$ cat src/rtl/ccin_pkg.sv
package ccin_pkg;

   localparam int COORD_WIDTH = 32;

   localparam int CW = COORD_WIDTH;
   localparam int RW = CW - 1;
   localparam int UW = CW + 1;
   localparam int SW = 2 * UW;
   localparam int AW = UW + 1;
   localparam int DW = UW + 1;
   localparam int NW = AW + UW;
   localparam int TW = AW + 3;

   typedef enum logic [1:0] {
      STATUS_FOUND      = 2'd0,
      STATUS_FAR        = 2'd1,
      STATUS_NESTED     = 2'd2,
      STATUS_CONCENTRIC = 2'd3
   } status_type;

   typedef struct packed {
      logic signed [CW-1:0] first_center_x;
      logic signed [CW-1:0] first_center_y;
      logic [RW-1:0]        first_radius;
      logic signed [CW-1:0] second_center_x;
      logic signed [CW-1:0] second_center_y;
      logic [RW-1:0]        second_radius;
   } req_type;

   typedef struct packed {
      status_type           status;
      logic signed [CW-1:0] point_one_x;
      logic signed [CW-1:0] point_one_y;
      logic signed [CW-1:0] point_two_x;
      logic signed [CW-1:0] point_two_y;
   } rsp_type;

endpackage

$ cat src/rtl/ccin_sqrt.sv
module ccin_sqrt (
   input  logic                    clock,
   input  logic                    reset,
   input  logic                    enable,
   input  logic                    in_valid,
   input  logic [ccin_pkg::SW-1:0] radicand,
   output logic                    out_valid,
   output logic [ccin_pkg::UW-1:0] root
);
   localparam int N   = ccin_pkg::UW;
   localparam int SW  = ccin_pkg::SW;
   localparam int RMW = N + 2;

   logic [RMW-1:0] rem_ff  [N];
   logic [N-1:0]   root_ff [N];
   logic [SW-1:0]  rad_ff  [N];
   logic [N-1:0]   vld_ff;

   logic [RMW-1:0] rem_src  [N];
   logic [N-1:0]   root_src [N];
   logic [SW-1:0]  rad_src  [N];
   logic [N-1:0]   vld_src;

   logic [RMW-1:0] rem_in  [N];
   logic [N-1:0]   root_in [N];
   logic [SW-1:0]  rad_in  [N];

   logic [N+2:0]   cand  [N];
   logic [N+2:0]   trial [N];
   logic [N+2:0]   diffv [N];
   logic [N-1:0]   ge;

   assign rem_src[0]  = '0;
   assign root_src[0] = '0;
   assign rad_src[0]  = radicand;
   assign vld_src     = {vld_ff[N-2:0], in_valid};

   for (genvar k = 1; k < N; k++) begin : g_src
      assign rem_src[k]  = rem_ff[k-1];
      assign root_src[k] = root_ff[k-1];
      assign rad_src[k]  = rad_ff[k-1];
   end

   // one root bit per stage
   always_comb begin
      for (int k = 0; k < N; k++) begin
         cand[k]    = {rem_src[k][N:0], rad_src[k][SW-1 -: 2]};
         trial[k]   = {1'b0, root_src[k], 2'b01};
         diffv[k]   = cand[k] - trial[k];
         ge[k]      = cand[k] >= trial[k];
         rem_in[k]  = ge[k] ? diffv[k][RMW-1:0] : cand[k][RMW-1:0];
         root_in[k] = {root_src[k][N-2:0], ge[k]};
         rad_in[k]  = {rad_src[k][SW-3:0], 2'b00};
      end
   end

   always_ff @(posedge clock) begin
      if (reset) begin
         vld_ff <= '0;
      end else if (enable) begin
         vld_ff <= vld_src;
      end
   end

   always_ff @(posedge clock) begin
      if (enable) begin
         for (int k = 0; k < N; k++) begin
            rem_ff[k]  <= rem_in[k];
            root_ff[k] <= root_in[k];
            rad_ff[k]  <= rad_in[k];
         end
      end
   end

   assign out_valid = vld_ff[N-1];
   assign root      = root_ff[N-1];

endmodule

$ cat config.mk
export PLATFORM = sky130hd
export DESIGN_NAME = ccin_sqrt
export DESIGN_NICKNAME = d
export VERILOG_FILES = /design/src/rtl/ccin_pkg.sv /design/src/rtl/ccin_sqrt.sv
export SDC_FILE = /design/constraint.sdc
export NUM_CORES = 2
export LEC_CHECK = 0
export BUFFER_PORTS_ARGS = -buffer_cell sky130_fd_sc_hd__buf_2
export CORE_UTILIZATION = 40
export CTS_BUF_LIST = sky130_fd_sc_hd__clkbuf_8
export CTS_CLUSTER_SIZE = 28
export DETAILED_ROUTE_END_ITERATION = 16
export PLACE_DENSITY = 0.58
export SLEW_MARGIN = 20
export SYNTH_ARGS = -nofsm -noshare
export SYNTH_HDL_FRONTEND = slang
export SYNTH_MEMORY_MAX_BITS = 65536
export SYNTH_SLANG_ARGS = --single-unit
$ cat constraint.sdc
create_clock -name clock -period 2.9 [get_ports clock]
set_clock_uncertainty 0.1 [all_clocks]
set_input_delay 0.725 -clock clock [delete_from_list [all_inputs] [get_ports clock]]
set_output_delay 0.725 -clock clock [all_outputs]
set_load 0.02 [all_outputs]
==> impl_results.md <==
- Status: complete, but fails checks
- Failing checks: setup timing
- Layout cells sized above 1: 37.0%
- Starting Density: 40.3%
- Worst Path Max Fanout: 3
- CTS buffer count: 448
- CP Launch Type: register
- Ys flop type: edfxtp_1
- Area delta synth->final: 36.9%
- Synth async-reset ratio: 0%
- Worst Max-Slew Pin Slew: approximately 1 ns
- Final setup vio count: 527
- CP max-delay cell: or4_4
- DP Area: 148000 um2
- Flop pwr share: 42.6%
- Core footprint: 313000 um2
- Sequence of cells on the critical path: ha_1, and3_4, nand2_4, nor2_4, nand4_1, a31oi_4, and4b_2, buf_4, or4_4, nor2_2, xor2_1
- DR WL/cell: 18.5 um
- Avg Vias per Cell: 5.06
- Initial antenna violation count: 3
- Min Tclk post-route: 3.24 ns
- Clock Power Share: 26.3%
- Fillcell total: 25865
- Max cap viols: 0
- Crit path DAT: 3.94 ns
- Detailed placer's ending HPWL: roughly 220000 um
- Non-Filler Instances: between 15000 and 20000
- Die width: 564 um
- Slew Viols, Final: 0
- Worst Path Required: 3.60 ns
- Top-count cell post-synth: edfxtp_1
- Synthesized flop and latch total: about 2700
- Skew-Pair Late Insertion Delay: 1.12 ns
- Largest net degree at the start of global routing: between 80 and 90
- Synth Instances: around 10000
- Drt drc: 0
- Avg Cell Area, Syn: 12.8 um2
- Internal power: 0.0852 W
- Routed vias: just under 90000
- Pwr dens: 715 nW/um2
- Root Buffer: clkbuf_8
- IO Pins: 104
- Worst setup margin: -0.343 ns
- Number of synthesized flops with an enable pin: 2654
- Gr usage total: 19.5%
- Synth top area share: 63.2%
- Total global routing overflow: 0
- Synthesized area: 126000 um2
- Sinks on Clock Net: 2687
- Pre-CTS setup slack: -0.571 ns
- Nets: 13560
- Die Area: 318000 um2
- Post-DRT Antenna Nets: 0
- Top post-synthesis cells by area: edfxtp_1, ha_1, xor2_1, xnor2_1, a21oi_1
- Slew HR: about 33%
- Design Area, Final: about 170000 um2
- Initial DRC Count: 5346
- Sw Share: 31.0%
- Mapped Nets: 10539
- Most frequent cells after synthesis: edfxtp_1, inv_1, nand2_1
- Vias in the first global route: ~90000
- Period Utilization, post-route: 112%
- GP Congestion: 0.898
- Peak Freq: ~0.3 GHz
- CTS tree: done
- Die Height: 564 um
- RSZ-0062 raised after global routing: true
- Sequential-to-total area share from yosys stat: roughly 64%
- PortBufs: ~100
- R2R Setup Slk: -0.34 ns
- IR drop worst, VDD: ~0.00053 V
- Final core utilization: between 50 and 60%
- Worst min path class: in -> reg
- Placed Instances: roughly 16000
- Global-route wire length before repair: 494000 um
- Leak: 69.6 nW
- Combinational group share of total power: 31.1%
- Area leader, netlist: edfxtp_1
- Crit path capture type: register
- Maximum root-to-sink buffer count: 4
- Setup TNS: -54.45 ns
- YS warnings: 0
- Worst Setup Path Type: reg -> reg
- DR pass1 iterations: 7
- H-tree levels: 5
- Netlist cell types: ~110
- Row count: between 200 and 250
- Final WL: 321000 um
- Worst-path clk slew: about 0.060 ns
- CP max stage delay: 0.52 ns
- Hold Vio Cnt, Final: 0
- Net load switching power: between 0.03 and 0.04 W
timing repair:
item,CTS,global route
pin swaps,523,455
endpoints found under the hold margin,103,0
setup buffers,374,224
hold buffers,71,0
resized for setup,1522,815
gates cloned,48,15
endpoints found under the setup margin,907,928
layout make-up:
class                      count  area, um2  area share, %
clock inverter               340       2320           1.35
inverter                     767       2940           1.70
multi-input combinational   6162      51400           29.8
timing repair inverter         2       18.8         0.0109
antenna                        4       10.0        0.00580
tap                         4140       5180           3.00
sequential                  2687      80400           46.5
clock buffer                 452       6220           3.60
timing repair buffer        2826      24200           14.0
final timing paths:
kind,cells after the start,startpoint,end
setup / recovery,11,rem_ff[0][530]$_DFFE_PP_,rem_ff[0][587]$_DFFE_PP_
hold / removal,2,radicand[33],rad_ff[0][33]$_DFFE_PP_
setup reg to reg,11,rem_ff[0][530]$_DFFE_PP_,rem_ff[0][587]$_DFFE_PP_
hold reg to reg,0,rad_ff[0][31]$_DFFE_PP_,rad_ff[0][97]$_DFFE_PP_
power by group through the flow:
stage	Combinational [W]	Sequential, W	Clock, W
after global routing	0.0416	0.0531	0.0353
after detailed placement	0.0311	0.0531	0
after global placement	0.0308	0.0531	0
after floorplan	0.0182	0.0517	0
final	0.0384	0.0526	0.0325
after CTS	0.0358	0.0525	0.0338
cells by family after synthesis:
family,Yosys count,synth area share [%]
adder cells (fa/ha/maj),596,5.91
other,1,0.00297
XOR/XNOR,867,6.02
flip-flops,2687,63.7
AND/OR/NAND/NOR,2570,10.2
multiplexers,129,1.11
AO/OA/AOI/OAI,1997,9.89
buffers and inverters,1026,3.21
placed cells by master (no fill, tap or decap), types with 104 or more instances in the layout:
| master | n |
|---|---|
| a21o_1 | 270 |
| a21oi_1 | 414 |
| a21oi_2 | 161 |
| buf_12 | 114 |
| buf_4 | 2296 |
| buf_6 | 171 |
| clkbuf_8 | 452 |
| clkinv_1 | 104 |
| edfxtp_1 | 2654 |
| ha_1 | 436 |
| ha_4 | 144 |
| inv_1 | 821 |
| nand2_1 | 584 |
| nand2b_1 | 113 |
| nand3_1 | 127 |
| nand4_1 | 107 |
| nor2_1 | 472 |
| nor3_1 | 161 |
| o21ai_0 | 262 |
| o21ai_2 | 127 |
| xnor2_1 | 390 |
| xor2_1 | 429 |
state kept, by name, indices dropped and copies added (netlist names):
signal   flops
rem_ff    1037
root_ff    561
vld_ff      33
rad_ff    1056
critical path, delay by kind of cell, from the launching register on:
family / cells / cell delay (ns)
AND/OR/NAND/NOR: 7 / 1.54
flip-flops: 1 / 0.43
adder cells (fa/ha/maj): 1 / 0.35
AO/OA/AOI/OAI: 1 / 0.29
buffers and inverters: 1 / 0.14
XOR/XNOR: 1 / 0.07
stage by stage:
step,hold slack (ns),power [W]
floorplan,0.300,0.0699
global placement,0.301,0.0839
detailed placement,0.305,0.0842
CTS,0.0754,0.122
global route,0.129,0.130
finish,0.217,0.123
routing by layer:
metal,GRT usage (%),part of all wire (%)
met5,0,0.0040
met4,7.52,3.9
met3,2.68,3.7
met2,33.8,49
met1,24.8,43
Note: power is estimated with default switching activity, not from simulation.
